===== config.mk =====
export PLATFORM = sky130hd
export DESIGN_NAME = pem_queue
export DESIGN_NICKNAME = d
export VERILOG_FILES = /design/src/rtl/pem_pkg.sv /design/src/rtl/pem_queue.sv
export SDC_FILE = /design/constraint.sdc
export NUM_CORES = 1
export LEC_CHECK = 0
export ABC_AREA = 1
export BUFFER_PORTS_ARGS = -buffer_cell sky130_fd_sc_hd__buf_2
export CORE_MARGIN = 2
export CORE_UTILIZATION = 35
export DETAILED_ROUTE_END_ITERATION = 6
export GPL_ROUTABILITY_DRIVEN = 0
export PLACE_DENSITY = 0.53
export RECOVER_POWER = 50
export SYNTH_ARGS = -nofsm -noshare
export SYNTH_HDL_FRONTEND = slang
export SYNTH_SLANG_ARGS = --single-unit

===== constraint.sdc =====
create_clock -name clock -period 2.7 [get_ports clock]
set_input_delay 0.135 -clock clock [delete_from_list [all_inputs] [get_ports clock]]
set_output_delay 0.135 -clock clock [all_outputs]
set_load 0.02 [all_outputs]

===== src/rtl/pem_pkg.sv =====
// ----------------------------------------------------------------------------
// pem_pkg
// Shared types and constants of the Prewitt edge magnitude block.
// ----------------------------------------------------------------------------
package pem_pkg;

   localparam int PIX_W  = 8;
   localparam int GRAD_W = 11;
   localparam int FW_W   = 12;
   localparam int FH_W   = 16;
   localparam int CSR_W  = 16;
   localparam int SUM_W  = 22;
   localparam int ROOT_W = 16;
   localparam int ISQ_STEPS = 8;

   // item codes
   localparam logic OP_PIXEL = 1'b0;
   localparam logic OP_DRAIN = 1'b1;

   // register indexes
   localparam logic CSR_FRAME_WIDTH  = 1'b0;
   localparam logic CSR_FRAME_HEIGHT = 1'b1;

   // one classified result on its way to the magnitude unit
   typedef struct packed {
      logic                     corner;
      logic [PIX_W-1:0]         cval;
      logic signed [GRAD_W-1:0] gx;
      logic signed [GRAD_W-1:0] gy;
      logic                     last;
   } pem_entry_type;

endpackage


===== src/rtl/pem_queue.sv =====
// ----------------------------------------------------------------------------
// pem_queue
// Four-entry queue between the window front end and the magnitude unit.
// ----------------------------------------------------------------------------
module pem_queue (
   input  logic                  clock,
   input  logic                  reset,
   input  logic                  push,
   input  pem_pkg::pem_entry_type push_data,
   output logic                  full,
   input  logic                  pop,
   output pem_pkg::pem_entry_type pop_data,
   output logic                  empty
);
   import pem_pkg::*;

   localparam int DEPTH = 4;
   localparam int IW    = $clog2(DEPTH);

   pem_entry_type      mem_ff [DEPTH];
   logic [IW-1:0]      wr_ff, wr_in;
   logic [IW-1:0]      rd_ff, rd_in;
   logic [IW:0]        cnt_ff, cnt_in;
   logic               do_push, do_pop;

   assign full     = (cnt_ff == (IW+1)'(DEPTH));
   assign empty    = (cnt_ff == '0);
   assign pop_data = mem_ff[rd_ff];
   assign do_push  = push && !full;
   assign do_pop   = pop && !empty;

   // pointer and fill count update
   always_comb begin
      wr_in  = do_push ? wr_ff + 1'b1 : wr_ff;
      rd_in  = do_pop ? rd_ff + 1'b1 : rd_ff;
      cnt_in = cnt_ff + (IW+1)'(do_push) - (IW+1)'(do_pop);
   end

   always_ff @(posedge clock) begin
      if (reset) begin
         wr_ff  <= '0;
         rd_ff  <= '0;
         cnt_ff <= '0;
      end else begin
         wr_ff  <= wr_in;
         rd_ff  <= rd_in;
         cnt_ff <= cnt_in;
      end
   end

   // storage
   always_ff @(posedge clock) begin
      if (do_push) begin
         mem_ff[wr_ff] <= push_data;
      end
   end

endmodule


==> results of run 1 <==
## area by class of cell
cell class	count	area [um2]	area share, %
clock buffer	22	454	6.85
clock inverter	10	78.8	1.19
timing repair buffer	111	738	11.1
multi-input combinational	202	1020	15.4
inverter	20	82.6	1.25
sequential	137	4030	60.7
tap	184	230	3.47
## synthesized netlist by cell type
master and count:
o21ai_0 36, fa_1 1, buf_4 3, buf_2 6, nand2_1 12, nor2_1 78, o21ai_1 28, o22ai_1 32
buf_6 9, inv_1 18, clkbuf_1 1, nand3_1 4, edfxtp_1 128, dfxtp_1 9, a21oi_1 5, inv_2 1
ha_1 6, inv_8 1
## path summary, 6_finish.rpt
check | slack [ps] | endpoint | cells after the start
max | 440 | mem_ff[0][8] | 5
min | 40 | register | 3
max reg2reg | 440 | mem_ff[0][8] | 5
min reg2reg | 490 | register | 2
## per-layer routing
metal / wire (um) / part of all wire, % / up-vias
met1: 4960 / 46 / 1577
met3: 560 / 5.2 / 8
li1: - / - / 1613
met5: 0 / 0 / -
met4: 127 / 1.2 / 0
met2: 5170 / 48 / 68
## power breakdown
| group | internal, mW | switching, mW | total, mW |
|---|---|---|---|
| combinational | 0.495 | 1.09 | 1.58 |
| clock | 1.27 | 0.794 | 2.07 |
| sequential | 2.59 | 0.0973 | 2.69 |
| total | 4.36 | 1.98 | 6.34 |
## kinds of logic (layout without fill, tap and decap cells)
kind of cell | after synthesis | after routing | synth area share (%)
DFF | 137 | 137 | 76.5
AOI/OAI and AO/OA | 101 | 101 | 10.4
and+or+nand+nor | 94 | 94 | 6.80
buffers and inverters | 39 | 163 | 4.56
adders and majority gates | 7 | 7 | 1.81
## state kept, by name, summed over array words and instances (netlist names), named ones only
register and count:
mem_ff 128, cnt_ff 3, rd_ff 2, wr_ff 2
## stage by stage
step / total power, mW / worst slack, ps / instances / utilization [%]
6_report: 6.34 / 436 / 686 / 45.4
5_1_grt: 6.67 / 262 / 686 / 45.4
4_1_cts: 6.44 / 413 / 686 / 45.8
3_5_place_dp: 4.32 / 517 / 621 / 39.9
3_3_place_gp: 4.30 / 638 / 621 / 39.9
2_1_floorplan: 3.81 / 269 / 378 / -
## critical path, stage by stage, from the launching register on
cell,delay (ps)
dfxtp_1,360
nor2_1,80
nand2_1,170
nand2_1,260
nor2_1,800
buf_12,290
## layout by cell type (no fill, tap or decap)
cell / n
a21oi_1: 5
buf_12: 3
buf_2: 35
buf_4: 6
bufinv_16: 1
clkbuf_1: 38
clkbuf_16: 17
clkbuf_8: 1
clkinv_1: 1
clkinv_2: 6
clkinvlp_4: 2
dfxtp_1: 8
dfxtp_2: 1
dlygate4sd3_1: 33
edfxtp_1: 128
fa_1: 1
ha_1: 6
inv_1: 18
inv_2: 1
inv_8: 1
nand2_1: 12
nand3_1: 4
nor2_1: 75
nor2_4: 3
o21ai_0: 36
o21ai_1: 28
o22ai_1: 32
## what timing repair did
item                                   in CTS  in global routing
buffers inserted                            0                  0
setup endpoints to repair                   0                  0
endpoints found under the hold margin     130                  0
hold buffers                               33                  0
==> flow_metrics.env, run 1 <==
export IMPL_slew_headroom_pct=36.2
export IMPL_wire_per_inst_um=15.8
export IMPL_cts_sinks=137
export IMPL_track_usage_pct=14.1
export IMPL_maxCapViolations=0
export IMPL_fin_setup_tns_ps=0
export IMPL_nets=532
export IMPL_ys_warn_count=0
export IMPL_grt_start_max_net_pins=65
export IMPL_port_buffers=69
export IMPL_ys_types=18
export IMPL_rr_startpoint="cnt_ff[1]"
export IMPL_ctsHtreeMaxLevel=4
export IMPL_nFillCells=1301
export IMPL_fin_skew_ps=4.17
export IMPL_yosys_area_top_type="edfxtp_1"
export IMPL_final_cell_area_um2=6630
export IMPL_holdCritStartpoint="pop"
export IMPL_cts_buffers=17
export IMPL_synthTopCellsByArea="edfxtp_1 73%, nor2_1 5.6%, o22ai_1 3.8%, dfxtp_1 3.4%, o21ai_0 3.4%"
export IMPL_drt_iter0_drc=219
export IMPL_dieHeight_um=127
export IMPL_power_density_nw_per_um2=956
export IMPL_hold_worst_slack_ps=45.0
export IMPL_startpoint="cnt_ff[1]"
export IMPL_io_pins=70
export IMPL_routed_via_density=4.76
export IMPL_drive_gt1_share_pct=15.3
export IMPL_antenna_found_initial=0
export IMPL_synth_seq_cells=137
export IMPL_diodes=0
export IMPL_crit_type="reg -> reg"
export IMPL_met2_usage_pct=22.3
export IMPL_cts_resized=0
export IMPL_crit_required_ps=2800
export IMPL_cts_tree="built"
export IMPL_finalSetupViolCount=0
export IMPL_grt_use_met3_pct=5.02
export IMPL_ant_nets=0
export IMPL_grt_overflow_total=0
export IMPL_syn_to_final_growth_pct=26.0
export IMPL_grt_pass1_wl_mm=17.2
export IMPL_hold_path_class="in -> reg"
export IMPL_cts_root_buf="clkbuf_16"
export IMPL_dp_final_hpwl_mm=6.59
export IMPL_worst_pin_slew_ps=954
export IMPL_synth_nets=421
export IMPL_seq_area_frac_synth_pct=76.5
export IMPL_routed_wl_mm=10.8
export IMPL_clk_path_buf_depth=2
export IMPL_start_util_pct=36.1
export IMPL_vias=3266
export IMPL_synthCells=378
export IMPL_cp_arrival_ps=2370
export IMPL_rows=44
export IMPL_synth_area_um2=5260
export IMPL_timing_final_crit_share_pct=83.8
export IMPL_max_clock_freq_mhz=442
export IMPL_status="finished, final reports clean"
export IMPL_rsz0062_at_grt="no"
export IMPL_drc_errors=0
export IMPL_slew_violations=0
export IMPL_die_area_um2=16000
export IMPL_netlist_area_leader_share_pct=73.0
export IMPL_die_w_um=127
export IMPL_cp_max_fo=24
export IMPL_coreArea_um2=14600
export IMPL_ir_drop_mv=0.423
export IMPL_top_usage_layer="met2"
export IMPL_power_leakage_nw=2.34
export IMPL_syn_avg_cell_area_um2=13.9
export IMPL_timing_final_hold_violations=0
export IMPL_drtPass1Iterations=4
export IMPL_dpl_cell_area_um2=5820
export IMPL_fin_crit_ps=2260
export IMPL_end_kind="register"
export IMPL_worstSkewPairLatency_ps=410
export IMPL_grtUsageMet1_pct=18.1
export IMPL_grt_pass1_vias=3254
export IMPL_clkTransAtPathRegs_ps=50
export IMPL_cp_start_kind="register"
No activity file was read; power rests on OpenSTA's default activity.
==> run 2, diff against run 1 <==
ABC_AREA = 0   (was 1)
clock period = 2.3 ns   (was 2.7 ns; I/O delays follow)
==> run 2 against run 1 <==
Total power increased by 19%. Non-clock buffer count rose by 3. Critical path depth increased by 4. Clock power increased by 33%.
==> flow_metrics.env, run 2 <==
export IMPL_cts_sinks=137
export IMPL_grt_pass1_wl_mm=14.5
export IMPL_place_inst=475
export IMPL_rows=44
export IMPL_rr_startpoint="cnt_ff[1]"
export IMPL_routed_wl_mm=9.22
export IMPL_timing_final_hold_violations=0
export IMPL_crit_chain="o31ai_2 -> inv_1 -> ha_1 -> inv_1 -> ha_1 -> fa_1 -> xnor2_1 -> xnor2_1 -> nor2_1"
export IMPL_syn_to_final_growth_pct=28.8
export IMPL_cp_slowest_cell="fa_1"
export IMPL_fin_setup_tns_ps=0
export IMPL_routed_wl_met2_mm=4.54
export IMPL_synth_nets=261
export IMPL_seqPwrFrac_pct=41.1
export IMPL_hold_worst_slack_ps=65.1
export IMPL_vias=2519
export IMPL_wl_met1_mm=4.06
export IMPL_post_cts_buffers=0
export IMPL_status="finished, final reports clean"
export IMPL_p_total_mw=7.56
export IMPL_maxCapViolations=0
export IMPL_syn_avg_cell_area_um2=23.5
export IMPL_routed_via_density=4.66
export IMPL_timing_final_crit_share_pct=90.6
export IMPL_swShare_pct=26.6
export IMPL_regMostFlops="mem_ff"
export IMPL_ys_types=24
export IMPL_power_leakage_nw=2.22
export IMPL_crit_path_max_incr_delay_ps=380
export IMPL_end_kind="register"
export IMPL_cts_tree="built"
export IMPL_finalSetupViolCount=0
export IMPL_netlist_area_leader_share_pct=74.9
export IMPL_synth_seq_cells=137
export IMPL_ff2ff_path_depth=9
export IMPL_clkPwrFrac_pct=36.5
export IMPL_drive_gt1_share_pct=31.5
export IMPL_cts_buffers=17
export IMPL_ys_warn_count=0
export IMPL_power_density_nw_per_um2=1140
export IMPL_fin_skew_ps=8.61
export IMPL_final_cell_area_um2=6610
export IMPL_drt_iter0_drc=142
export IMPL_ir_drop_mv=0.548
export IMPL_cp_arrival_ps=2380
export IMPL_pwr_share_comb_pct=22.5
export IMPL_rsz0062_at_grt="no"
export IMPL_synth_most_common_cell="edfxtp_1"
export IMPL_grt_overflow_total=0
export IMPL_layout_setup_ws_ps=216
export IMPL_stdcell_count=540
export IMPL_worstSkewPairLatency_ps=410
export IMPL_worst_pin_slew_ps=492
export IMPL_p_int_mw=5.55
export IMPL_synthTopCellsByArea="edfxtp_1 75%, mux4_2 14%, dfxtp_1 3.5%, ha_1 1.5%, buf_12 1.2%"
export IMPL_dpl_cell_area_um2=5730
export IMPL_crit_type="reg -> reg"
export IMPL_finalCoreUtilization_pct=45.8
export IMPL_largestRegisters="mem_ff: 128 flops, cnt_ff: 3 flops"
export IMPL_dieHeight_um=125
export IMPL_slew_violations=0
export IMPL_largest_reg_flops=128
export IMPL_final_common_cell="edfxtp_1"
export IMPL_port_buffers=69
export IMPL_holdCritStartpoint="pop"
export IMPL_synth_area_um2=5130
export IMPL_startpoint="cnt_ff[1]"
export IMPL_ctsHtreeMaxLevel=4
export IMPL_min_path_cells=4
export IMPL_diodes=0
export IMPL_cts_resized=0
export IMPL_hold_path_class="in -> reg"
export IMPL_clk_path_buf_depth=2
export IMPL_cp_start_kind="register"
export IMPL_hold_end="rd_ff[0]"
export IMPL_top_layer="met4"
export IMPL_dp_final_hpwl_mm=5.53
export IMPL_r2r_slack_ps=220
export IMPL_synth_edf_count=128
export IMPL_grt_start_max_net_pins=21
export IMPL_reg2reg_to="cnt_ff[2]"
export IMPL_slew_headroom_pct=67.2
export IMPL_io_pins=70
export IMPL_synthCells=218
export IMPL_grt_pass1_vias=2665
export IMPL_final_cell_mix="128 x edfxtp_1, 36 x clkbuf_1, 35 x buf_2, 33 x dlygate4sd3_1, 32 x mux4_2"
export IMPL_p_sw_mw=2.01
export IMPL_fin_crit_ps=2080
export IMPL_die_area_um2=15600
export IMPL_nets=386
export IMPL_nFillCells=1269
export IMPL_seq_area_frac_synth_pct=78.4
export IMPL_max_clock_freq_mhz=480
export IMPL_ant_nets=0
export IMPL_synth_commonest_cells="128 x edfxtp_1, 32 x mux4_2, 9 x dfxtp_1"
export IMPL_drtPass1Iterations=4
export IMPL_die_w_um=125
export IMPL_cp_max_fo=5
export IMPL_wl_met3_um=471
export IMPL_crit_required_ps=2600
export IMPL_wire_per_inst_um=17.1
export IMPL_antenna_found_initial=0
export IMPL_cts_root_buf="clkbuf_16"
export IMPL_track_usage_pct=12.6
export IMPL_start_util_pct=35.6
export IMPL_synth_flop_cell="edfxtp_1"
export IMPL_drc_errors=0
export IMPL_yosys_area_top_type="edfxtp_1"
export IMPL_dp_worst_setup_slack_ps=190
export IMPL_holdBufCountCts=33
export IMPL_clkTransAtPathRegs_ps=60
export IMPL_coreArea_um2=14400
export IMPL_async_flop_share_pct=0
[run 2: changes by cell type in the layout (fill, tap and decap cells not counted), moves of 6 or more]
cell and delta:
nor2_1 -71, o21ai_0 -34, mux4_2 +32, o22ai_1 -32, o21ai_1 -28, nand2_1 -11, inv_1 -10, clkinv_2 -6
[run 2: final cells by class]
type	count	area, um2	share of cell area [%]
multi-input cells	65	988	15.0
repair buffers	114	727	11.0
clock inverters	14	179	2.71
inverters	8	30.0	0.454
clock buffers	18	429	6.49
flip-flops and latches	137	4030	60.9
well taps	184	230	3.48
[run 2: worst max-delay path by stage]
stage                     end  cells after the start  slack [ps]
finish              cnt_ff[2]                      9         220
global placement    cnt_ff[2]                      9         220
global route        cnt_ff[2]                      9          50
CTS                 cnt_ff[2]                      9         180
detailed placement  cnt_ff[2]                      9         190
floorplan           cnt_ff[2]                     10          90
[run 2: kinds of logic (layout without fill, tap and decap cells)]
group           Yosys count  count (layout)  synth area share (%)
simple gates             17              17                  2.02
xor+xnor                  3               3                 0.512
flops                   137             137                  78.4
compound gates            5               5                 0.634
mux                      33              33                  14.2
fa+ha+maj                 7               7                  1.85
buf+inv                  16             154                  2.34
[run 2: power groups by stage]
stage | sequential, mW | combinational, mW | clock, mW
2_1_floorplan | 3.12 | 1.29 | 0
5_1_grt | 3.13 | 1.84 | 2.95
3_3_place_gp | 3.15 | 1.71 | 0
3_5_place_dp | 3.16 | 1.72 | 0
6_report | 3.10 | 1.70 | 2.76
4_1_cts | 3.11 | 1.77 | 2.83
[run 2: per-layer routing]
layer  vias to the layer above  global-route usage [%]
met3                        13                    4.92
met5                         -                       0
met4                         0                    5.10
li1                       1148                       -
met1                      1287                    15.4
met2                        71                    20.3
[run 2: worst max-delay path: cells and delay by family, from the launching register on]
kind                       cells  cell delay, ps
adders and majority gates      3             840
AOI/OAI and AO/OA              1             300
buffers and inverters          2             110
and+or+nand+nor                1              50
xor gates and xnor gates       2             310
DFF                            1             360
==> run 3, diff against run 2 <==
CORE_UTILIZATION = 40   (was 35)
PLACE_DENSITY = 0.59   (was 0.53)
==> run 3 against run 2 <==
Routed wire length is 3.8% lower. Utilization is 6.0 points higher. Setup slack worse by 16 ps. Largest power group unchanged.
==> flow_metrics.env, run 3 (synthesis gave the netlist of run 2 again) <==
export IMPL_dp_worst_setup_slack_ps=190
export IMPL_cp_max_fo=5
export IMPL_grt_overflow_total=0
export IMPL_start_util_pct=40.8
export IMPL_cts_buffers=17
export IMPL_antenna_found_initial=0
export IMPL_crit_required_ps=2610
export IMPL_port_buffers=69
export IMPL_maxCapViolations=0
export IMPL_ctsHtreeMaxLevel=4
export IMPL_pwr_share_comb_pct=23.8
export IMPL_max_clock_freq_mhz=476
export IMPL_final_cell_mix="128 x edfxtp_1, 37 x clkbuf_1, 35 x buf_2, 33 x dlygate4sd3_1, 32 x mux4_2"
export IMPL_finalCoreUtilization_pct=51.8
export IMPL_slew_violations=0
export IMPL_grt_pass1_wl_mm=13.6
export IMPL_wire_per_inst_um=16.9
export IMPL_status="finished, final reports clean"
export IMPL_rsz0062_at_grt="no"
export IMPL_seq_area_um2=4030
export IMPL_largestRegisters="mem_ff: 128 flops, cnt_ff: 3 flops"
export IMPL_grt_start_max_net_pins=26
export IMPL_timing_final_crit_share_pct=91.3
export IMPL_stdcell_count=526
export IMPL_multi_input_area_um2=987
export IMPL_worst_pin_slew_ps=685
export IMPL_routed_via_density=4.74
export IMPL_swShare_pct=27.4
export IMPL_final_common_cell="edfxtp_1"
export IMPL_fin_crit_ps=2100
export IMPL_grt_pass1_vias=2559
export IMPL_die_area_um2=13800
export IMPL_cp_start_kind="register"
export IMPL_cts_resized=0
export IMPL_p_sw_mw=1.96
export IMPL_drive_gt1_share_pct=30.5
export IMPL_dp_final_hpwl_mm=5.22
export IMPL_crit_type="reg -> reg"
export IMPL_routed_wl_mm=8.87
export IMPL_diodes=0
export IMPL_fin_setup_tns_ps=0
export IMPL_ant_nets=0
export IMPL_clkTransAtPathRegs_ps=50
export IMPL_p_int_mw=5.20
export IMPL_nets=385
export IMPL_power_density_nw_per_um2=1100
export IMPL_finalSetupViolCount=0
export IMPL_drtPass1Iterations=4
export IMPL_coreArea_um2=12600
export IMPL_regMostFlops="mem_ff"
export IMPL_ir_drop_mv=0.600
export IMPL_largest_reg_flops=128
export IMPL_drt_iter0_drc=126
export IMPL_die_w_um=117
export IMPL_timing_final_hold_violations=0
export IMPL_slew_headroom_pct=54.3
export IMPL_cts_root_buf="clkbuf_16"
export IMPL_clkPwrFrac_pct=33.2
export IMPL_clk_path_buf_depth=2
export IMPL_dieHeight_um=117
export IMPL_seqPwrFrac_pct=43.1
export IMPL_syn_to_final_growth_pct=26.9
export IMPL_nFillCells=1012
export IMPL_power_leakage_nw=2.19
export IMPL_cts_sinks=137
export IMPL_end_kind="register"
export IMPL_fin_skew_ps=7.21
export IMPL_worstSkewPairLatency_ps=410
export IMPL_drc_errors=0
export IMPL_track_usage_pct=14.0
export IMPL_cp_arrival_ps=2410
export IMPL_place_inst=462
export IMPL_io_pins=70
export IMPL_cts_tree="built"
export IMPL_hold_path_class="in -> reg"
export IMPL_layout_setup_ws_ps=200
export IMPL_rows=41
export IMPL_vias=2491
run 3: cell type report:
type,count,area share (%)
clock buffer,19,6.65
clock inverter,12,1.31
inverter,8,0.461
multi-input combinational,65,15.2
sequential,137,61.8
tap,172,3.30
timing repair buffer,113,11.3
run 3: path summary, 6_finish.rpt:
kind | from | endpoint | slack, ps | depth (start not counted)
max | cnt_ff[1] | cnt_ff[2] | 200 | 9
min reg2reg | rd_ff[1] | register | 500 | 2
min | pop | rd_ff[0] | 80 | 4
max reg2reg | cnt_ff[1] | cnt_ff[2] | 200 | 9
run 3: per-stage QoR:
stage | area, um2 | hold WS, ps | total power [mW]
detailed placement | 5720 | 335 | 4.86
global placement | 5720 | 330 | 4.84
finish | 6510 | 80.9 | 7.16
global route | 6510 | 105 | 7.51
CTS | 6570 | 66.7 | 7.29
floorplan | 5130 | 214 | 4.41
run 3: repair_timing:
item	4_1_cts	5_1_grt
setup buffers	0	0
hold buffers	33	0
endpoints found under the hold margin	136	0
endpoints found under the setup margin	0	0
run 3: power groups by stage:
stage                     registers [mW]  logic (mW)  clock network (mW)
after CTS                           3.09        1.77                2.43
after global placement              3.13        1.72                   0
after global routing                3.11        1.86                2.54
after detailed placement            3.14        1.72                   0
after floorplan                     3.12        1.29                   0
final                               3.08        1.70                2.37
run 3: per-layer routing:
| layer | GRT usage, % | share of wire (%) | vias up |
|---|---|---|---|
| li1 | - | - | 1141 |
| met1 | 17.9 | 45 | 1268 |
| met2 | 21.3 | 48 | 68 |
| met3 | 5.87 | 5.4 | 14 |
| met4 | 5.73 | 1.5 | 0 |
| met5 | 0 | 0 | - |
run 3: critical path: stages (launching register included):
cell     delay (ps)
dfxtp_1         370
o31ai_2         320
inv_1            80
ha_1            270
inv_1            40
ha_1            180
fa_1            380
xnor2_1         180
xnor2_1         140
nor2_1           50
