**config.mk**
```make
export PLATFORM = sky130hd
export DESIGN_NAME = pem_back
export DESIGN_NICKNAME = d
export VERILOG_FILES = /design/src/rtl/pem_pkg.sv /design/src/rtl/pem_back.sv
export SDC_FILE = /design/constraint.sdc
export NUM_CORES = 1
export LEC_CHECK = 0
export BUFFER_PORTS_ARGS = -buffer_cell sky130_fd_sc_hd__buf_2
export CAP_MARGIN = 20
export CORE_UTILIZATION = 56
export CTS_CLUSTER_DIAMETER = 100
export CTS_CLUSTER_SIZE = 25
export DETAILED_ROUTE_END_ITERATION = 8
export PLACE_DENSITY = 0.79
export SYNTH_ARGS = -nofsm -noshare
export SYNTH_HDL_FRONTEND = slang
export SYNTH_SLANG_ARGS = --single-unit
```
**constraint.sdc**
```tcl
create_clock -name clock -period 11.7 [get_ports clock]
set_input_delay 1.755 -clock clock [delete_from_list [all_inputs] [get_ports clock]]
set_output_delay 1.755 -clock clock [all_outputs]
set_load 0.01 [all_outputs]
```
**src/rtl/pem_pkg.sv**
```systemverilog
// ----------------------------------------------------------------------------
// pem_pkg
// Shared types and constants of the Prewitt edge magnitude block.
// ----------------------------------------------------------------------------
package pem_pkg;

   localparam int PIX_W  = 8;
   localparam int GRAD_W = 11;
   localparam int FW_W   = 12;
   localparam int FH_W   = 16;
   localparam int CSR_W  = 16;
   localparam int SUM_W  = 22;
   localparam int ROOT_W = 16;
   localparam int ISQ_STEPS = 8;

   // item codes
   localparam logic OP_PIXEL = 1'b0;
   localparam logic OP_DRAIN = 1'b1;

   // register indexes
   localparam logic CSR_FRAME_WIDTH  = 1'b0;
   localparam logic CSR_FRAME_HEIGHT = 1'b1;

   // one classified result on its way to the magnitude unit
   typedef struct packed {
      logic                     corner;
      logic [PIX_W-1:0]         cval;
      logic signed [GRAD_W-1:0] gx;
      logic signed [GRAD_W-1:0] gy;
      logic                     last;
   } pem_entry_type;

endpackage

```
**src/rtl/pem_back.sv**
```systemverilog
// ----------------------------------------------------------------------------
// pem_back
// Magnitude unit: squares the gradients, takes a pipelined integer square
// root one bit pair per stage, clamps, passes the centre pixel at corners and holds the result for transfer.
// ----------------------------------------------------------------------------
module pem_back (
   input  logic                      clock,
   input  logic                      reset,
   input  pem_pkg::pem_entry_type    q_data,
   input  logic                      q_empty,
   output logic                      q_pop,
   output logic                      rsp_empty,
   input  logic                      rsp_pop,
   output logic [pem_pkg::PIX_W-1:0] rsp_pixel_out,
   output logic                      rsp_frame_last
);
   import pem_pkg::*;

   localparam int NS = ISQ_STEPS + 1;

   logic [NS-1:0]     vld_ff;
   logic [ROOT_W-1:0] v_ff    [NS];
   logic [ROOT_W-1:0] root_ff [NS];
   logic              sat_ff  [NS];
   logic              corner_ff [NS];
   logic [PIX_W-1:0]  cval_ff [NS];
   logic              last_ff [NS];
   logic              out_vld_ff;
   logic [PIX_W-1:0]  out_pix_ff;
   logic              out_last_ff;
   logic              adv;
   logic signed [SUM_W-1:0] sq_x, sq_y;
   logic [SUM_W-1:0]  sum_c;

   assign adv       = !vld_ff[NS-1] || !out_vld_ff || rsp_pop;
   assign q_pop     = adv && !q_empty;
   assign rsp_empty = !out_vld_ff;
   assign rsp_pixel_out  = out_pix_ff;
   assign rsp_frame_last = out_last_ff;

   // squared sum
   always_comb begin
      sq_x  = SUM_W'(q_data.gx) * SUM_W'(q_data.gx);
      sq_y  = SUM_W'(q_data.gy) * SUM_W'(q_data.gy);
      sum_c = SUM_W'(sq_x) + SUM_W'(sq_y);
   end

   // valid bits
   always_ff @(posedge clock) begin
      if (reset) begin
         vld_ff <= '0;
      end else if (adv) begin
         vld_ff <= {vld_ff[NS-2:0], !q_empty};
      end
   end

   // first stage
   always_ff @(posedge clock) begin
      if (adv) begin
         v_ff[0]      <= sum_c[ROOT_W-1:0];
         root_ff[0]   <= '0;
         sat_ff[0]    <= (sum_c[SUM_W-1:ROOT_W] != '0);
         corner_ff[0] <= q_data.corner;
         cval_ff[0]   <= q_data.cval;
         last_ff[0]   <= q_data.last;
      end
   end

   // square root steps
   for (genvar k = 1; k < NS; k++) begin : g_isq
      localparam logic [ROOT_W-1:0] BIT = ROOT_W'(1) << (ROOT_W - 2 - 2 * (k - 1));
      logic [ROOT_W:0] trial;
      assign trial = {1'b0, root_ff[k-1]} + {1'b0, BIT};
      always_ff @(posedge clock) begin
         if (adv) begin
            if ({1'b0, v_ff[k-1]} >= trial) begin
               v_ff[k]    <= v_ff[k-1] - trial[ROOT_W-1:0];
               root_ff[k] <= (root_ff[k-1] >> 1) + BIT;
            end else begin
               v_ff[k]    <= v_ff[k-1];
               root_ff[k] <= root_ff[k-1] >> 1;
            end
            sat_ff[k]    <= sat_ff[k-1];
            corner_ff[k] <= corner_ff[k-1];
            cval_ff[k]   <= cval_ff[k-1];
            last_ff[k]   <= last_ff[k-1];
         end
      end
   end

   // output register, a waiting result is kept until its transfer
   always_ff @(posedge clock) begin
      if (reset) begin
         out_vld_ff <= 1'b0;
      end else if (adv) begin
         out_vld_ff <= vld_ff[NS-1] || (out_vld_ff && !rsp_pop);
      end
   end

   always_ff @(posedge clock) begin
      if (adv && vld_ff[NS-1]) begin
         out_last_ff <= last_ff[NS-1];
         if (corner_ff[NS-1]) begin
            out_pix_ff <= cval_ff[NS-1];
         end else if (sat_ff[NS-1] || root_ff[NS-1][ROOT_W-1:PIX_W] != '0) begin
            out_pix_ff <= '1;
         end else begin
            out_pix_ff <= root_ff[NS-1][PIX_W-1:0];
         end
      end
   end

endmodule

```
==> results of run 1 <==
## synthesized netlist by cell type, types with 5 or more instances
cell type / number
nor4_1: 8
and2_1: 63
inv_1: 337
nor4b_1: 7
nand4_1: 7
nor2b_1: 27
o21a_1: 19
dfxtp_1: 10
fa_1: 242
nand2b_1: 18
nor2_1: 61
nand3_1: 8
a21o_1: 5
nand2_1: 99
ha_1: 115
o21ai_1: 14
o31ai_1: 11
nor3_1: 19
xnor2_1: 44
clkbuf_1: 28
edfxtp_1: 272
o21ai_0: 28
a21oi_1: 35
xor2_1: 26
## per-layer routing
metal  share of wire  up-vias  GRT usage
met3           0.037       49     0.0165
met2            0.53      237      0.361
li1                -     5089          -
met5               0        -          0
met1            0.41     5362      0.239
met4           0.020        0     0.0447
## cells in the final DEF (no fill, tap or decap), drive strengths merged, types with 42 or more instances in the layout
cell type  instances
and2              63
buf               49
edfxtp           272
fa               242
ha               115
inv              341
nand2             99
nor2              61
o21ai             42
xnor2             44
## worst max-delay path by stage
stage                     startpoint            to  cells after the start
after detailed placement  q_data[22]  sat_ff[0][0]                     21
after global placement    q_data[22]  sat_ff[0][0]                     21
after global routing      q_data[22]  sat_ff[0][0]                     21
after CTS                 q_data[22]  sat_ff[0][0]                     21
final                     q_data[22]  sat_ff[0][0]                     21
after floorplan           q_data[13]  sat_ff[0][0]                     21
## per-stage QoR
| stage | setup WS (ns) | hold WS (ns) |
|---|---|---|
| floorplan | 3.66 | 0.400 |
| global placement | 3.40 | 0.401 |
| detailed placement | 3.22 | 0.405 |
| CTS | 3.77 | 0.422 |
| global route | 3.41 | 0.422 |
| finish | 3.77 | 0.416 |
## final cells by class
cell class | instances | area [um^2] | area share
clock inverter | 2 | 28.8 | 0.00141
clock buffer | 19 | 390 | 0.0191
multi-input combinational | 910 | 9560 | 0.468
sequential | 282 | 8370 | 0.409
tap | 448 | 561 | 0.0274
inverter | 339 | 1280 | 0.0626
timing repair buffer | 49 | 253 | 0.0124
## state kept, by name, indices dropped and copies added, names as in the netlist
name and cells:
rsp_pixel_out 8, last_ff 9, sat_ff 9, rsp_frame_last 1
root_ff 36, corner_ff 9, v_ff 128, out_vld_ff 1
cval_ff 72, vld_ff 9
## cell families (layout without fill, tap and decap cells)
kind of cell,Yosys count,after routing
buf+inv,373,409
fa+ha+maj,357,357
simple gates,340,340
flops,282,282
compound gates,138,138
xor+xnor,70,70
mux,5,5
## worst register-to-register path: cells and delay by family, from the launching register on
family	cells	cell delay, ns
simple gates	4	1.02
buf+inv	1	0.77
compound gates	1	0.63
flops	1	0.32
xor+xnor	1	0.17
==> flow_summary.yaml, run 1 <==
synthesis:
  synth.yosys.seq_area_share: 0.433
  synthTopCellsByArea: "edfxtp_1 (42%), fa_1 (25%), ha_1 (7.4%), inv_1 (6.5%), and2_1 (2.0%)"
  synth_edf_count: 272
  synthSimpleGateAreaFrac: 0.0903
  syn_avg_cell_area_um2: 12.4
  yosys_warnings: 0
  synth_compound_area_frac: 0.0445
  ys_async_sr_fraction: 0
  synth_top_family_by_area: "adder cells"
  synthMuxAreaShare: 0.00278
  yosys_most_used_dff: "edfxtp_1"
  yosysTopAreaCellShare: 0.422
  synth_xor_area_frac: 0.0317
  synth_cells: 1565
  syn-cell-area_um2: 19300
  synth.largest_area_cell: "edfxtp_1"
  syn-num-nets: 1958
  yosys.cell_types.count: 54
  synth_seq_cells: 282
  synth_fa_ha_area_frac: 0.325
sta:
  max_freq_mhz: 126
  fin_crit_sh: 0.678
  finalSetupViolCount: 0
  rsz0062_at_grt: "no"
  slew_viol_final: 0
  min_period_ns: 7.93
  setup_tns_ns: 0
  worst_pin_slew_ns: 0.911
  hold_viol: 0
  worst_clock_skew_ns: 0.0235
  slew_headroom: 0.392
clock_network:
  htreeDepth: 1
  ctsRootBufferMaster: "clkbuf_16"
  cts_buffer_depth: 3
  worstSkewPairLatency_ns: 0.49
  cts.sinks: 282
  path_clk_slew_ns: 0.10
  cts_hold_buf: 0
  post_cts_buffers: 0
  cts_tree: "yes"
  numCtsBuffers: 15
  cts_resized: 0
setup_path:
  crit_arrival_ns: 8.17
  cp-end-kind: "flip-flop"
  start_kind: "primary input"
  worstReg2RegEnd: "v_ff[6][12]"
  cp_slowest_stage_delay_ns: 0.88
  required_ns: 11.94
  path_delay_family: "adder cells"
  r2r_cells: 7
  reg2reg_slack_ns: 8.55
  timing.rr.start: "out_vld_ff"
  path_cells: "buf_2 > and2_1 > fa_1 > fa_1 > inv_1 > fa_1 > inv_1 > fa_1 > inv_1 > fa_1 > fa_1 > inv_1 > fa_1 > ha_1 > or3_4 > or3_1 > a31oi_2 > o31ai_1 > xor2_1 > a211oi_2 > nand4_1"
  crit_fanout: 21
  slowest_stage: "fa_1"
  path_class: "in -> reg"
  worst-path-buf-inv: 5
  cp_common_cell: "fa_1"
grt:
  antenna_found_initial: 0
  grt_pass1_vias: 11600
  gr-total-overflow: 0
  grt_start_max_net_pins: 104
  grt_pass1_wl_mm: 54.7
  grt_util_all_layers: 0.192
hold_path:
  hold_path_end: "cval_ff[3][4]"
  worstHoldPathType: "reg -> reg"
  worstHoldStart: "cval_ff[2][4]"
  min_path_cells: 0
placed_design:
  gp_congestion: 0.890
  placed_cell_area_um2: 20000
  dp.cells: 2028
  io_buffers: 46
  place_hpwl_mm: 26.3
finish:
  fin_util: 0.605
  n_antenna_cell: 0
  syn2layout_area_growth_pct: 5.66
  fillers: 2569
  fin_cells: 2049
  final_cell_area_um2: 20400
  nets: 1990
  drive_gt1_frac: 0.0481
floorplanning:
  rows: 67
  initial_core_util: 0.573
  core_area_um2: 33800
  dieWidth_um: 188
  die_h_um: 188
  die-area_um2: 35300
  ioPinCount: 47
detailed_routing:
  vias_per_cell: 5.24
  drt-initial-drc-count: 764
  wirelength_mm: 32.4
  wl_per_cell_um: 15.8
  vias: 10700
  ant_nets: 0
  drcViolationCount: 0
  first_pass_iters: 5
status:
  status: "finished clean"
job:
  max-cap-violations: 0
Power of run 1 is left out: the tool's default activity adds up to more than one toggle a clock period on the data nets, which glitch-free logic cannot reach.
==> run 2, diff against run 1 <==
==> constraint.sdc (replaced) <==
create_clock -name clock -period 7.8 [get_ports clock]
set_input_delay 1.17 -clock clock [delete_from_list [all_inputs] [get_ports clock]]
set_output_delay 1.17 -clock clock [all_outputs]
set_load 0.01 [all_outputs]
==> flow_summary.yaml, run 2 (synthesized netlist as in run 1, its figures left out) <==
setup_path:
  crit_arrival_ns: 7.35
  required_ns: 8.00
  r2r_cells: 7
  slowest_stage: "fa_1"
  timing.rr.start: "out_vld_ff"
  worstReg2RegEnd: "v_ff[6][12]"
  reg2reg_slack_ns: 4.69
  worst-path-buf-inv: 5
  start_kind: "primary input"
  path_cells: "buf_2 > nand2_1 > inv_1 > buf_4 > fa_1 > fa_1 > inv_1 > fa_1 > fa_1 > fa_1 > fa_1 > inv_1 > fa_1 > ha_1 > a21o_1 > a21oi_1 > nand2_1 > o311ai_1 > xnor2_1 > nand4_1"
  cp_common_cell: "fa_1"
  path_delay_family: "adder cells"
  crit_fanout: 21
  cp_slowest_stage_delay_ns: 0.56
  path_class: "in -> reg"
  cp-end-kind: "flip-flop"
clock_network:
  htreeDepth: 1
  cts_hold_buf: 0
  cts_tree: "yes"
  cts_buffer_depth: 3
  worstSkewPairLatency_ns: 0.48
  cts_resized: 0
  ctsRootBufferMaster: "clkbuf_16"
  cts.sinks: 282
  post_cts_buffers: 0
  path_clk_slew_ns: 0.10
  numCtsBuffers: 15
finish:
  fillers: 2559
  drive_gt1_frac: 0.0504
  nets: 1995
  largest-register: "v_ff"
  largestRegisters: "v_ff: 128 flops, cval_ff: 72 flops, root_ff: 36 flops"
  fin_cells: 2054
  largest_reg_flops: 128
  mostFrequentLayoutCells: "inv_1 (335), edfxtp_1 (272), fa_1 (242)"
  n_antenna_cell: 0
  fin_util: 0.606
  mostFrequentLayoutCell: "inv_1"
  syn2layout_area_growth_pct: 5.83
grt:
  gr-total-overflow: 0
  grt_pass1_wl_mm: 54.7
  grt_start_max_net_pins: 100
  grt_util_all_layers: 0.193
  antenna_found_initial: 0
  grt_pass1_vias: 11800
job:
  max-cap-violations: 0
sta:
  max_freq_mhz: 140
  setup_tns_ns: 0
  hold_viol: 0
  slew_viol_final: 0
  fin_crit_sh: 0.917
  min_period_ns: 7.15
  worst_pin_slew_ns: 0.920
  slew_headroom: 0.385
  rsz0062_at_grt: "no"
  finalSetupViolCount: 0
  worst_clock_skew_ns: 0.0265
detailed_routing:
  vias_per_cell: 5.31
  first_pass_iters: 6
  wl_per_cell_um: 15.9
  wirelength_mm: 32.6
  drt-initial-drc-count: 677
  vias: 10900
  ant_nets: 0
  drcViolationCount: 0
hold_path:
  hold_path_end: "sat_ff[0][1]"
  worstHoldStart: "sat_ff[0][0]"
  min_path_cells: 0
  worstHoldPathType: "reg -> reg"
placed_design:
  dp.cells: 2033
  io_buffers: 46
  place_hpwl_mm: 26.6
  gp_congestion: 0.907
status:
  status: "finished clean"
floorplanning:
  core_area_um2: 33800
  ioPinCount: 47
  die_h_um: 188
  rows: 67
  initial_core_util: 0.573
  dieWidth_um: 188
  die-area_um2: 35300
run 2: changes by cell type in the layout (fill, tap and decap cells not counted):
cell      previous run  this run
buf_4                3         8
clkbuf_1             4         5
inv_6                2         1
run 2: worst max-delay path by stage:
stage                           from            to  cells after the start
final                     q_data[11]  sat_ff[0][0]                     20
after global routing      q_data[11]  sat_ff[0][0]                     20
after CTS                 q_data[11]  sat_ff[0][0]                     22
after detailed placement  q_data[11]  sat_ff[0][0]                     20
after global placement    q_data[11]  sat_ff[0][0]                     20
after floorplan           q_data[13]  sat_ff[0][0]                     21
run 2: worst reg2reg max path, delay by kind of cell, from the launching register on:
kind | cells | cell delay, ns
AO/OA/AOI/OAI | 1 | 0.64
XOR/XNOR | 1 | 0.18
buffers and inverters | 1 | 0.71
flip-flops | 1 | 0.32
AND/OR/NAND/NOR | 4 | 1.02
run 2: layer usage:
layer	global-route usage	vias to the layer above	share of wire
li1	-	5100	-
met1	0.229	5499	0.40
met2	0.367	245	0.53
met3	0.0247	56	0.042
met4	0.0450	0	0.021
met5	0	-	0
run 2: cell type report:
class,count,area (um^2),share of cell area
repair buffers,54,290,0.0142
clock buffers,20,394,0.0193
clock inverters,1,20.0,0.000978
well taps,448,561,0.0274
flip-flops and latches,282,8370,0.409
inverters,339,1280,0.0625
multi-input cells,910,9560,0.467
run 2: metrics by stage:
stage / worst slack (ns) / hold WS [ns] / instance area, um^2
3_3_place_gp: 0.396 / 0.400 / 20000
5_1_grt: 0.377 / 0.414 / 20500
4_1_cts: 0.707 / 0.401 / 20500
3_5_place_dp: 0.192 / 0.405 / 20100
6_report: 0.649 / 0.398 / 20500
2_1_floorplan: 0.344 / 0.400 / 19300
Power of run 2 is left out for the same reason.
==> run 3, diff against run 2 <==
--- a/config.mk
+++ b/config.mk
@@ -5,6 +5,7 @@
 export SDC_FILE = /design/constraint.sdc
 export NUM_CORES = 1
 export LEC_CHECK = 0
+export ABC_AREA = 1
 export BUFFER_PORTS_ARGS = -buffer_cell sky130_fd_sc_hd__buf_2
 export CAP_MARGIN = 20
 export CORE_UTILIZATION = 56
==> flow_summary.yaml, run 3 <==
floorplanning:
  initial_core_util: 0.569
  rows: 69
  die_h_um: 192
  ioPinCount: 47
  dieWidth_um: 192
  core_area_um2: 35500
  die-area_um2: 36800
setup_path:
  start_kind: "primary input"
  crit_arrival_ns: 7.19
  required_ns: 8.04
  cp-end-kind: "flip-flop"
  path_class: "in -> reg"
  crit_fanout: 13
sta:
  fin_crit_sh: 0.890
  setup_ws_ns: 0.855
  worst_pin_slew_ns: 0.891
  max_freq_mhz: 144
  finalSetupViolCount: 0
  slew_viol_final: 0
  min_period_ns: 6.95
  slew_headroom: 0.406
  hold_viol: 0
  worst_clock_skew_ns: 0.0153
  setup_tns_ns: 0
  rsz0062_at_grt: "no"
clock_network:
  cts_hold_buf: 0
  cts_buffer_depth: 3
  htreeDepth: 1
  path_clk_slew_ns: 0.09
  worstSkewPairLatency_ns: 0.49
  cts_resized: 0
  cts.sinks: 282
  post_cts_buffers: 0
  ctsRootBufferMaster: "clkbuf_16"
  numCtsBuffers: 15
  cts_tree: "yes"
placed_design:
  io_buffers: 46
  place_ws_ns: 0.326
  place_hpwl_mm: 28.7
  gp_congestion: 0.834
finish:
  mostFrequentLayoutCell: "inv_1"
  largest_reg_flops: 128
  largest-register: "v_ff"
  largestRegisters: "v_ff: 128 flops, cval_ff: 72 flops, root_ff: 36 flops"
  syn2layout_area_growth_pct: 5.76
  mostFrequentLayoutCells: "inv_1 (482), nand2_1 (330), edfxtp_1 (272)"
  n_antenna_cell: 0
  drive_gt1_frac: 0.0684
  nets: 2299
synthesis:
  synth_edf_count: 272
  synthTopCellsByArea: "edfxtp_1 (40%), fa_1 (24%), inv_1 (9.0%), ha_1 (7.1%), nand2_1 (6.1%)"
  syn-cell-area_um2: 20200
  synth_commonest_cells: "inv_1 (484), nand2_1 (330), edfxtp_1 (272)"
  synth.yosys.seq_area_share: 0.415
  synth_seq_cells: 282
  ys_async_sr_fraction: 0
  syn-num-nets: 2261
  synth_cells: 1868
  synth.most_common_cell: "inv_1"
  yosys.cell_types.count: 44
  yosysTopAreaCellShare: 0.405
  yosys_most_used_dff: "edfxtp_1"
  synth.largest_area_cell: "edfxtp_1"
  yosys_warnings: 0
  syn_avg_cell_area_um2: 10.8
detailed_routing:
  vias_per_cell: 5.07
  wl_per_cell_um: 15.1
  drcViolationCount: 0
  ant_nets: 0
  vias: 12000
  wirelength_mm: 35.8
  drt-initial-drc-count: 705
  first_pass_iters: 5
hold_path:
  worstHoldPathType: "reg -> reg"
job:
  max-cap-violations: 0
status:
  status: "finished clean"
grt:
  antenna_found_initial: 0
  grt_pass1_wl_mm: 60.4
  grt_start_max_net_pins: 94
  grt_util_all_layers: 0.209
  gr-total-overflow: 0
  grt_pass1_vias: 12900
==> run 3: changes by cell type after synthesis, moves of 22 or more <==
| cell | delta |
|---|---|
| inv_1 | +147 |
| xnor2_1 | -33 |
| nand2_1 | +231 |
| and2_1 | -63 |
| nor2b_1 | -27 |
| xor2_1 | +22 |
| nand3_1 | +29 |
==> run 3: kinds of logic after synthesis <==
group / count (synthesis) / share of synthesized area
simple gates: 524 / 0.113
buf+inv: 527 / 0.0999
xor+xnor: 59 / 0.0256
flops: 282 / 0.415
compound gates: 118 / 0.0355
mux: 1 / 0.000558
fa+ha+maj: 357 / 0.311
==> run 3: area by class of cell <==
cell class,instances,area [um^2]
repair buffers,53,303
well taps,461,577
clock inverters,1,20.0
clock buffers,24,409
multi-input cells,1059,9800
flip-flops and latches,282,8370
fillers,2793,14100
inverters,495,1870
==> run 3: layer usage <==
| layer | routed length (um) | GRT usage | vias up |
|---|---|---|---|
| met4 | 1110 | 0.0617 | 0 |
| met3 | 1310 | 0.0267 | 84 |
| met1 | 13600 | 0.240 | 5913 |
| li1 | - | - | 5809 |
| met2 | 19800 | 0.402 | 227 |
| met5 | 0 | 0 | - |
==> run 3: critical path, cell delays in order <==
cell and delay, ns:
buf_2 0.26, nand2_1 0.21, fa_1 0.69, inv_1 0.17, fa_1 0.72, inv_1 0.11, fa_1 0.49, fa_1 0.55
fa_1 0.52, fa_1 0.54, inv_1 0.05, fa_1 0.47, ha_1 0.38, a21oi_1 0.19, nand2_1 0.07, nor2_1 0.13
nand2_1 0.06, nand2_1 0.05, nand2_1 0.04, nor2_1 0.09, nand2_1 0.05, nor2_1 0.09, nand2_1 0.06
==> run 3: worst paths after layout <==
| kind | startpoint | end | slack [ns] | cells after the start |
|---|---|---|---|---|
| setup / recovery | q_data[3] | sat_ff[0][0] | 0.85 | 23 |
| hold / removal | v_ff[0][9] | v_ff[1][9] | 0.42 | 0 |
| setup reg to reg | out_vld_ff | v_ff[2][14] | 4.88 | 7 |
| hold reg to reg | v_ff[0][9] | v_ff[1][9] | 0.42 | 0 |
==> run 3: metrics by stage <==
step,utilization,std cells,hold WS [ns],cell area (um^2)
after floorplan,-,1868,0.400,20200
after global placement,0.589,2349,0.400,20900
after detailed placement,0.589,2349,0.405,20900
after CTS,0.601,2374,0.419,21300
after global routing,0.602,2375,0.424,21300
final,0.602,2375,0.422,21300
Power of run 3 is left out for the same reason.
